## config.mk

```make
export PLATFORM = sky130hd
export DESIGN_NAME = positional_array_list_top
export DESIGN_NICKNAME = d
export VERILOG_FILES = /design/src/rtl/core/pal_pkg.sv /design/src/rtl/core/positional_array_list_top.sv /design/src/rtl/core/pal_ram.sv /design/src/rtl/core/pal_ctrl.sv
export VERILOG_INCLUDE_DIRS = /design/src /design/src/rtl/core
export SDC_FILE = /design/constraint.sdc
export NUM_CORES = 1
export LEC_CHECK = 0
export BUFFER_PORTS_ARGS = -buffer_cell sky130_fd_sc_hd__buf_2
export CAP_MARGIN = 15
export CORE_UTILIZATION = 41
export CTS_BUF_LIST = sky130_fd_sc_hd__clkbuf_16
export DETAILED_ROUTE_END_ITERATION = 7
export SYNTH_ARGS = -nofsm -noshare
export SYNTH_HDL_FRONTEND = slang
export SYNTH_SLANG_ARGS = --single-unit
```

## constraint.sdc

```tcl
create_clock -name clk -period 6.8 [get_ports clk]
set_input_delay 1.02 -clock clk [delete_from_list [all_inputs] [get_ports clk]]
set_output_delay 1.02 -clock clk [all_outputs]
set_load 0.05 [all_outputs]
```

## src/rtl/core/assert_macros.svh

```systemverilog
// assertion macros shared by the rtl
`ifndef ASSERT_MACROS_SVH
`define ASSERT_MACROS_SVH

// same-cycle implication
`define ASSERT_IMPLIES(label, clk, rst_n, ante, cons) \
    label: assert property (@(posedge clk) disable iff (!rst_n) (ante) |-> (cons)) \
        else $error("assertion failed: same-cycle implication");

// next-cycle implication
`define ASSERT_NEXT(label, clk, rst_n, ante, cons) \
    label: assert property (@(posedge clk) disable iff (!rst_n) (ante) |=> (cons)) \
        else $error("assertion failed: next-cycle implication");

`endif

```

## src/rtl/core/pal_pkg.sv

```systemverilog
// package with types and constants for the positional array list
package pal_pkg;

    localparam int CAPACITY   = 16;
    localparam int WORD_BITS  = 32;
    localparam int VALUE_BITS = 32;
    localparam int POS_BITS   = 5;
    localparam int COUNT_BITS = $clog2(CAPACITY + 1);
    localparam int ADDR_BITS  = (CAPACITY > 1) ? $clog2(CAPACITY) : 1;
    localparam int CMP_BITS   = (COUNT_BITS > POS_BITS) ? COUNT_BITS : POS_BITS;

    typedef enum logic [1:0] {
        OP_INSERT = 2'd0,
        OP_REMOVE = 2'd1,
        OP_READ   = 2'd2,
        OP_WRITE  = 2'd3
    } op_t;

    typedef enum logic [1:0] {
        ST_DONE  = 2'd0,
        ST_RANGE = 2'd1,
        ST_FULL  = 2'd2
    } status_t;

    typedef enum logic [1:0] {
        S_IDLE,
        S_READ,
        S_SHIFT,
        S_FILL
    } state_t;

    typedef struct packed {
        op_t                          opcode;
        logic [POS_BITS-1:0]          position;
        logic signed [VALUE_BITS-1:0] value;
    } cmd_t;

    typedef struct packed {
        logic signed [VALUE_BITS-1:0] read_value;
        status_t                      status;
        logic [COUNT_BITS-1:0]        count_now;
        logic                         is_empty;
    } result_t;

    typedef struct packed {
        logic                 we;
        logic [ADDR_BITS-1:0] waddr;
        logic [WORD_BITS-1:0] wdata;
        logic                 re;
        logic [ADDR_BITS-1:0] raddr;
    } mem_req_t;

endpackage

```

## src/rtl/core/positional_array_list_top.sv

```systemverilog
// top level of the positional array list
// errors, overwrite, insert at the end and remove of the last entry: result in the cycle after start
// read: S_READ, then the result register; insert that moves k entries: S_SHIFT for each entry, then S_FILL;
// remove that moves k entries: S_SHIFT for each entry; k is at most 15, one entry per cycle through the ram
// busy is high while a word is in progress; the next word may start once busy falls
// reset clears the count and the sequencer; list contents are unknown until written
`include "assert_macros.svh"

module positional_array_list_top (
    input  logic             clk,
    input  logic             rst_n,
    input  logic             start,
    input  pal_pkg::cmd_t    cmd,
    output logic             busy,
    output pal_pkg::result_t result,
    output logic             done
);

    pal_pkg::mem_req_t                mem_req;
    logic [pal_pkg::WORD_BITS-1:0]    rdata;
    logic                             err_word;
    logic                             full_word;
    logic                             at_capacity;
    logic                             accepted;

    pal_ctrl u_ctrl (
        .clk     (clk),
        .rst_n   (rst_n),
        .start   (start),
        .cmd     (cmd),
        .busy    (busy),
        .result  (result),
        .done    (done),
        .mem_req (mem_req),
        .rdata   (rdata)
    );

    pal_ram #(
        .DEPTH     (pal_pkg::CAPACITY),
        .WIDTH     (pal_pkg::WORD_BITS),
        .ADDR_BITS (pal_pkg::ADDR_BITS)
    ) u_ram (
        .clk   (clk),
        .we    (mem_req.we),
        .waddr (mem_req.waddr),
        .wdata (mem_req.wdata),
        .re    (mem_req.re),
        .raddr (mem_req.raddr),
        .rdata (rdata)
    );

    assign err_word    = (result.status != pal_pkg::ST_DONE);
    assign full_word   = (result.status == pal_pkg::ST_FULL);
    assign at_capacity = (result.count_now == pal_pkg::COUNT_BITS'(pal_pkg::CAPACITY));
    assign accepted    = start && !busy;

    `ASSERT_IMPLIES(a_empty_flag, clk, rst_n, done, result.is_empty == (result.count_now == '0))
    `ASSERT_IMPLIES(a_err_zero, clk, rst_n, done && err_word, result.read_value == '0)
    `ASSERT_IMPLIES(a_full_count, clk, rst_n, done && full_word, at_capacity)
    `ASSERT_IMPLIES(a_no_strobe_busy, clk, rst_n, done, !busy)
    `ASSERT_NEXT(a_accept_progress, clk, rst_n, accepted, done || busy)

endmodule

```

## src/rtl/core/pal_ram.sv

```systemverilog
// simple dual-port ram, one write and one registered read per cycle
module pal_ram #(
    parameter int DEPTH     = 16,
    parameter int WIDTH     = 32,
    parameter int ADDR_BITS = 4
) (
    input  logic                 clk,
    input  logic                 we,
    input  logic [ADDR_BITS-1:0] waddr,
    input  logic [WIDTH-1:0]     wdata,
    input  logic                 re,
    input  logic [ADDR_BITS-1:0] raddr,
    output logic [WIDTH-1:0]     rdata
);

    logic [WIDTH-1:0] mem [DEPTH];
    logic [WIDTH-1:0] rdata_reg;

    always_ff @(posedge clk)
    begin
        if (we)
        begin
            mem[waddr] <= wdata;
        end
    end

    always_ff @(posedge clk)
    begin
        if (re)
        begin
            rdata_reg <= mem[raddr];
        end
    end

    assign rdata = rdata_reg;

endmodule

```

## src/rtl/core/pal_ctrl.sv

```systemverilog
// sequencer: checks positions, shifts entries through the ram, forms results
module pal_ctrl (
    input  logic                                clk,
    input  logic                                rst_n,
    input  logic                                start,
    input  pal_pkg::cmd_t                       cmd,
    output logic                                busy,
    output pal_pkg::result_t                    result,
    output logic                                done,
    output pal_pkg::mem_req_t                   mem_req,
    input  logic [pal_pkg::WORD_BITS-1:0]       rdata
);

    pal_pkg::state_t                       state_reg, state_next;
    logic [pal_pkg::COUNT_BITS-1:0]        count_reg, count_next;
    logic [pal_pkg::COUNT_BITS-1:0]        left_reg, left_next;
    logic [pal_pkg::ADDR_BITS-1:0]         wr_addr_reg, wr_addr_next;
    logic                                  dir_reg, dir_next;
    logic [pal_pkg::ADDR_BITS-1:0]         pos_reg, pos_next;
    logic [pal_pkg::WORD_BITS-1:0]         val_reg, val_next;
    pal_pkg::result_t                      result_reg, result_next;
    logic                                  done_reg, done_next;
    logic [pal_pkg::CMP_BITS-1:0]          pos_ext, cnt_ext;
    logic [pal_pkg::COUNT_BITS-1:0]        count_inc, count_dec;

    function automatic pal_pkg::result_t make_result(
        input logic [pal_pkg::VALUE_BITS-1:0] rd,
        input pal_pkg::status_t               st,
        input logic [pal_pkg::COUNT_BITS-1:0] cnt
    );
        pal_pkg::result_t r;
        r.read_value = rd;
        r.status     = st;
        r.count_now  = cnt;
        r.is_empty   = (cnt == '0);
        return r;
    endfunction

    assign pos_ext   = pal_pkg::CMP_BITS'(cmd.position);
    assign cnt_ext   = pal_pkg::CMP_BITS'(count_reg);
    assign count_inc = count_reg + pal_pkg::COUNT_BITS'(1);
    assign count_dec = count_reg - pal_pkg::COUNT_BITS'(1);

    always_comb
    begin
        state_next   = state_reg;
        count_next   = count_reg;
        left_next    = left_reg;
        wr_addr_next = wr_addr_reg;
        dir_next     = dir_reg;
        pos_next     = pos_reg;
        val_next     = val_reg;
        result_next  = result_reg;
        done_next    = 1'b0;
        mem_req      = '0;

        case (state_reg)
            pal_pkg::S_IDLE:
            begin
                if (start)
                begin
                    pos_next = pal_pkg::ADDR_BITS'(cmd.position);
                    val_next = pal_pkg::WORD_BITS'($unsigned(cmd.value));
                    if (cmd.opcode == pal_pkg::OP_INSERT)
                    begin
                        if (pos_ext > cnt_ext)
                        begin
                            result_next = make_result('0, pal_pkg::ST_RANGE, count_reg);
                            done_next   = 1'b1;
                        end
                        else if (cnt_ext == pal_pkg::CMP_BITS'(pal_pkg::CAPACITY))
                        begin
                            result_next = make_result('0, pal_pkg::ST_FULL, count_reg);
                            done_next   = 1'b1;
                        end
                        else if (pos_ext == cnt_ext)
                        begin
                            mem_req.we    = 1'b1;
                            mem_req.waddr = pal_pkg::ADDR_BITS'(cmd.position);
                            mem_req.wdata = pal_pkg::WORD_BITS'($unsigned(cmd.value));
                            count_next    = count_inc;
                            result_next   = make_result('0, pal_pkg::ST_DONE, count_inc);
                            done_next     = 1'b1;
                        end
                        else
                        begin
                            mem_req.re   = 1'b1;
                            mem_req.raddr = pal_pkg::ADDR_BITS'(count_dec);
                            wr_addr_next = pal_pkg::ADDR_BITS'(count_reg);
                            left_next    = pal_pkg::COUNT_BITS'(cnt_ext - pos_ext);
                            dir_next     = 1'b1;
                            state_next   = pal_pkg::S_SHIFT;
                        end
                    end
                    else if (pos_ext >= cnt_ext)
                    begin
                        result_next = make_result('0, pal_pkg::ST_RANGE, count_reg);
                        done_next   = 1'b1;
                    end
                    else
                    begin
                        case (cmd.opcode)
                            pal_pkg::OP_REMOVE:
                            begin
                                if (pal_pkg::CMP_BITS'(pos_ext + pal_pkg::CMP_BITS'(1)) == cnt_ext)
                                begin
                                    count_next  = count_dec;
                                    result_next = make_result('0, pal_pkg::ST_DONE, count_dec);
                                    done_next   = 1'b1;
                                end
                                else
                                begin
                                    mem_req.re    = 1'b1;
                                    mem_req.raddr = pal_pkg::ADDR_BITS'(cmd.position)
                                                    + pal_pkg::ADDR_BITS'(1);
                                    wr_addr_next  = pal_pkg::ADDR_BITS'(cmd.position);
                                    left_next     = pal_pkg::COUNT_BITS'(cnt_ext - pos_ext
                                                    - pal_pkg::CMP_BITS'(1));
                                    dir_next      = 1'b0;
                                    state_next    = pal_pkg::S_SHIFT;
                                end
                            end
                            pal_pkg::OP_READ:
                            begin
                                mem_req.re    = 1'b1;
                                mem_req.raddr = pal_pkg::ADDR_BITS'(cmd.position);
                                state_next    = pal_pkg::S_READ;
                            end
                            pal_pkg::OP_WRITE:
                            begin
                                mem_req.we    = 1'b1;
                                mem_req.waddr = pal_pkg::ADDR_BITS'(cmd.position);
                                mem_req.wdata = pal_pkg::WORD_BITS'($unsigned(cmd.value));
                                result_next   = make_result('0, pal_pkg::ST_DONE, count_reg);
                                done_next     = 1'b1;
                            end
                            default:
                            begin
                                result_next = make_result('0, pal_pkg::ST_DONE, count_reg);
                                done_next   = 1'b1;
                            end
                        endcase
                    end
                end
            end

            pal_pkg::S_READ:
            begin
                result_next = make_result(pal_pkg::VALUE_BITS'(rdata), pal_pkg::ST_DONE,
                                          count_reg);
                done_next   = 1'b1;
                state_next  = pal_pkg::S_IDLE;
            end

            // one entry moved per cycle; reads run ahead of writes, never the same entry
            pal_pkg::S_SHIFT:
            begin
                mem_req.we    = 1'b1;
                mem_req.waddr = wr_addr_reg;
                mem_req.wdata = rdata;
                mem_req.re    = (left_reg != pal_pkg::COUNT_BITS'(1));
                left_next     = left_reg - pal_pkg::COUNT_BITS'(1);
                if (dir_reg)
                begin
                    wr_addr_next  = wr_addr_reg - pal_pkg::ADDR_BITS'(1);
                    mem_req.raddr = wr_addr_reg - pal_pkg::ADDR_BITS'(2);
                end
                else
                begin
                    wr_addr_next  = wr_addr_reg + pal_pkg::ADDR_BITS'(1);
                    mem_req.raddr = wr_addr_reg + pal_pkg::ADDR_BITS'(2);
                end
                if (left_reg == pal_pkg::COUNT_BITS'(1))
                begin
                    if (dir_reg)
                    begin
                        state_next = pal_pkg::S_FILL;
                    end
                    else
                    begin
                        count_next  = count_dec;
                        result_next = make_result('0, pal_pkg::ST_DONE, count_dec);
                        done_next   = 1'b1;
                        state_next  = pal_pkg::S_IDLE;
                    end
                end
            end

            pal_pkg::S_FILL:
            begin
                mem_req.we    = 1'b1;
                mem_req.waddr = pos_reg;
                mem_req.wdata = val_reg;
                count_next    = count_inc;
                result_next   = make_result('0, pal_pkg::ST_DONE, count_inc);
                done_next     = 1'b1;
                state_next    = pal_pkg::S_IDLE;
            end

            default:
            begin
                state_next = pal_pkg::S_IDLE;
            end
        endcase
    end

    always_ff @(posedge clk or negedge rst_n)
    begin
        if (!rst_n)
        begin
            state_reg   <= pal_pkg::S_IDLE;
            count_reg   <= '0;
            left_reg    <= '0;
            wr_addr_reg <= '0;
            dir_reg     <= 1'b0;
            done_reg    <= 1'b0;
        end
        else
        begin
            state_reg   <= state_next;
            count_reg   <= count_next;
            left_reg    <= left_next;
            wr_addr_reg <= wr_addr_next;
            dir_reg     <= dir_next;
            done_reg    <= done_next;
        end
    end

    always_ff @(posedge clk)
    begin
        pos_reg    <= pos_next;
        val_reg    <= val_next;
        result_reg <= result_next;
    end

    assign busy   = (state_reg != pal_pkg::S_IDLE);
    assign result = result_reg;
    assign done   = done_reg;

endmodule

```

==> out/qor.yml <==
drt:
  wl_per_cell_um: 21.79
  ant_nets: 0
  firstDrtPassIters: 5
  drtIter0Drc: 1490
  drt_wl_total_um: 63190
  viasPerCell: 5.594
  drc: 0
  vias: 16220
yosys:
  synthXorXnorAreaFrac_pct: 0.8887
  synth_top_family_by_area: "compound AO/OA/AOI/OAI gates"
  synth-compound-area-share_pct: 11.91
  synthCells: 1933
  synth.cell_area_mm2: 0.02661
  ys_seq_area_share_pct: 71.66
  synth_edf_count: 620
  yosys.area_share.simple_pct: 8.873
  synth_cell_types: 66
  synthAdderAreaFrac_pct: 1.166
  synth_nets: 1998
  yosys_warnings: 0
  synth-seq-cells: 638
  async_flop_share_pct: 2.821
  synth_top_flop_cell: "edfxtp_1"
  synth_mux_area_share_pct: 2.864
  avgSynthCellArea_um2: 13.77
worst_setup_path:
  worstSetupStartpointType: "register"
  cp_slowest_cell: "o211ai_4"
  critical-path-top-delay-family: "compound AO/OA/AOI/OAI gates"
  timing.rr.start: "u_ctrl.cnt_ext[0]"
  path_cells: "inv_1 > ha_1 > and4_1 > a21oi_1 > o21a_1 > nand3_2 > o211ai_4 > buf_12 > nand2_1 > a221oi_1 > a31oi_1 > o221ai_1"
  crit_required_ns: 7.19
  path_class: "reg -> reg"
  critical_path.max_fanout: 112
  cp-startpoint: "u_ctrl.cnt_ext[0]"
  cp_data_arrival_time_ns: 5.26
  crit_buf_inv: 2
  crit_path_max_incr_delay_ns: 0.71
  endpoint_kind: "register"
clock_network:
  cts_buffer_depth: 3
  clkTransAtPathRegs_ns: 0.06
  ctsResizeCount: 0
  clock_latency_ns: 0.61
  cts_tree: "built"
  root_buffer: "clkbuf_16"
  cts_hold_buf: 0
  post_cts_buffers: 0
  cts.htree.levels: 3
  cts_made_buffers: 68
  numClockSinks: 638
sta:
  rsz0062_at_grt: "false"
  fmax_mhz: 205.6
  hold_violations: 0
  skew_ns: 0.03126
  period_needed_ns: 4.863
  setup_viol: 0
  tightest_slew_ns: 1.196
  setup_tns_ns: 0
  fin_crit_sh_pct: 71.51
  worst_hold_slack_ns: 0.3594
  maxSlewViolCount: 0
  slew_headroom_pct: 19.44
placement:
  gp_congestion: 0.8639
  dp_hpwl_um: 36310
  port-buffer-count: 83
run:
  maxCapViolCount: 0
pwr:
  powerDensity_mw_per_mm2: 532.2
  ir_drop_uv: 274.7
  p_leak_nw: 10.43
die:
  die_h_um: 256.8
  dieWidth_um: 256.8
  core-area_mm2: 0.06423
  start_util_pct: 41.43
  io_pins: 84
  std_cell_rows: 93
  die_area_mm2: 0.06592
global_route:
  grt_util_all_layers_pct: 19.00
  grt_overflow_total: 0
  grt_pass1_vias: 15720
  grt_pass1_wl_um: 96150
  grt_antenna_before_repair: 0
  grt_start_max_net_pins: 113
cells_and_area:
  final_nets: 2057
  layout_commonest_cell: "edfxtp_1"
  antenna_cells: 0
  multi_input_area_mm2: 0.007046
  drive_gt1_share_pct: 14.13
  fill_cells: 5606
  utilization_pct: 47.19
  area_growth_pct: 13.90
  largest_reg_flops: 512
  regArea_mm2: 0.01907
  mostFrequentLayoutCells: "620 x edfxtp_1, 393 x nand2_1, 167 x a21oi_1"
run_status:
  status: "finished clean"
worst_hold_path:
  worstHoldPathType: "in -> async"
## metal layers
metal / track usage (%) / part of all wire (%) / vias up
met5: 0 / 0 / -
met4: 5.572 / 1.8 / 0
met3: 2.788 / 5.2 / 76
met2: 30.58 / 48 / 469
met1: 26.72 / 45 / 8198
li1: - / - / 7481
## cell type report
| class | count | share of cell area [%] |
|---|---|---|
| inverter | 25 | 0.3096 |
| tap | 855 | 3.530 |
| clock inverter | 51 | 1.197 |
| sequential | 638 | 62.92 |
| timing repair buffer | 122 | 2.849 |
| clock buffer | 72 | 5.945 |
| multi-input combinational | 1137 | 23.25 |
## cell families after synthesis
group | count (synthesis)
buf+inv | 158
xor+xnor | 27
fa+ha+maj | 23
compound gates | 451
mux | 72
simple gates | 564
flops | 638
## worst reg2reg max path, delay by kind of cell, from the launching register on
| family | cells | cell delay, ns |
|---|---|---|
| AOI/OAI and AO/OA | 6 | 2.04 |
| adders and majority gates | 1 | 0.43 |
| and+or+nand+nor | 3 | 0.92 |
| DFF | 1 | 0.63 |
| buffers and inverters | 2 | 0.62 |
## path summary, 6_finish.rpt
| check | to | slack (ns) | cells after the start |
|---|---|---|---|
| worst max-delay path | u_ram.rdata[6] | 1.94 | 12 |
| worst min-delay path | u_ctrl.cnt_ext[1] | 0.36 | 1 |
| worst max register to register | u_ram.rdata[6] | 1.94 | 12 |
| worst min register to register | u_ctrl.wr_addr_reg[2] | 0.52 | 2 |
| max in group asynchronous | u_ctrl.state_reg[0] | 6.08 | 1 |
| min in group clk | u_ctrl.wr_addr_reg[2] | 0.52 | 2 |
## metrics by stage
step / cell area [um2] / cells / power [mW] / setup slack [ns]
floorplan: 26610 / 1933 / 10.71 / 0.7482
finish: 30310 / 2900 / 16.13 / 1.937
CTS: 30190 / 2895 / 16.26 / 2.099
global placement: 27990 / 2771 / 12.53 / 1.634
detailed placement: 28020 / 2772 / 12.66 / 1.543
global route: 30310 / 2900 / 17.02 / 1.776
## report_power, final
part	switching [mW]	internal [mW]	leakage, nW
combinational	4.32	1.87	3.32
sequential	0.354	6.01	5.98
clock	1.50	2.07	1.13
## cell usage after synthesis, types with 4 or more instances
cell type / count / area [um2]
buf_1: 11 / 41.29
nand2_1: 393 / 1475
buf_2: 50 / 250.2
dfrtp_1: 18 / 450.4
o221ai_1: 33 / 289.0
mux2i_1: 39 / 390.4
ha_1: 20 / 250.2
nand2b_1: 8 / 50.05
o211a_1: 4 / 40.04
and2_1: 32 / 200.2
mux2_2: 33 / 371.6
a32o_1: 64 / 640.6
a31oi_1: 39 / 244.0
nor2b_1: 4 / 25.02
edfxtp_1: 620 / 18620
a211oi_1: 5 / 37.54
clkbuf_1: 63 / 236.5
o22ai_1: 4 / 25.02
buf_4: 6 / 45.04
xor2_1: 9 / 78.83
nor2_1: 52 / 195.2
o21ai_0: 33 / 165.2
inv_1: 23 / 86.33
nand3_1: 44 / 220.2
nor3_1: 15 / 75.07
a21o_1: 6 / 45.04
a221oi_1: 32 / 280.3
a22o_1: 33 / 289.0
a21oi_1: 167 / 835.8
xnor2_1: 18 / 157.7
(Power assumes the default switching activity.)
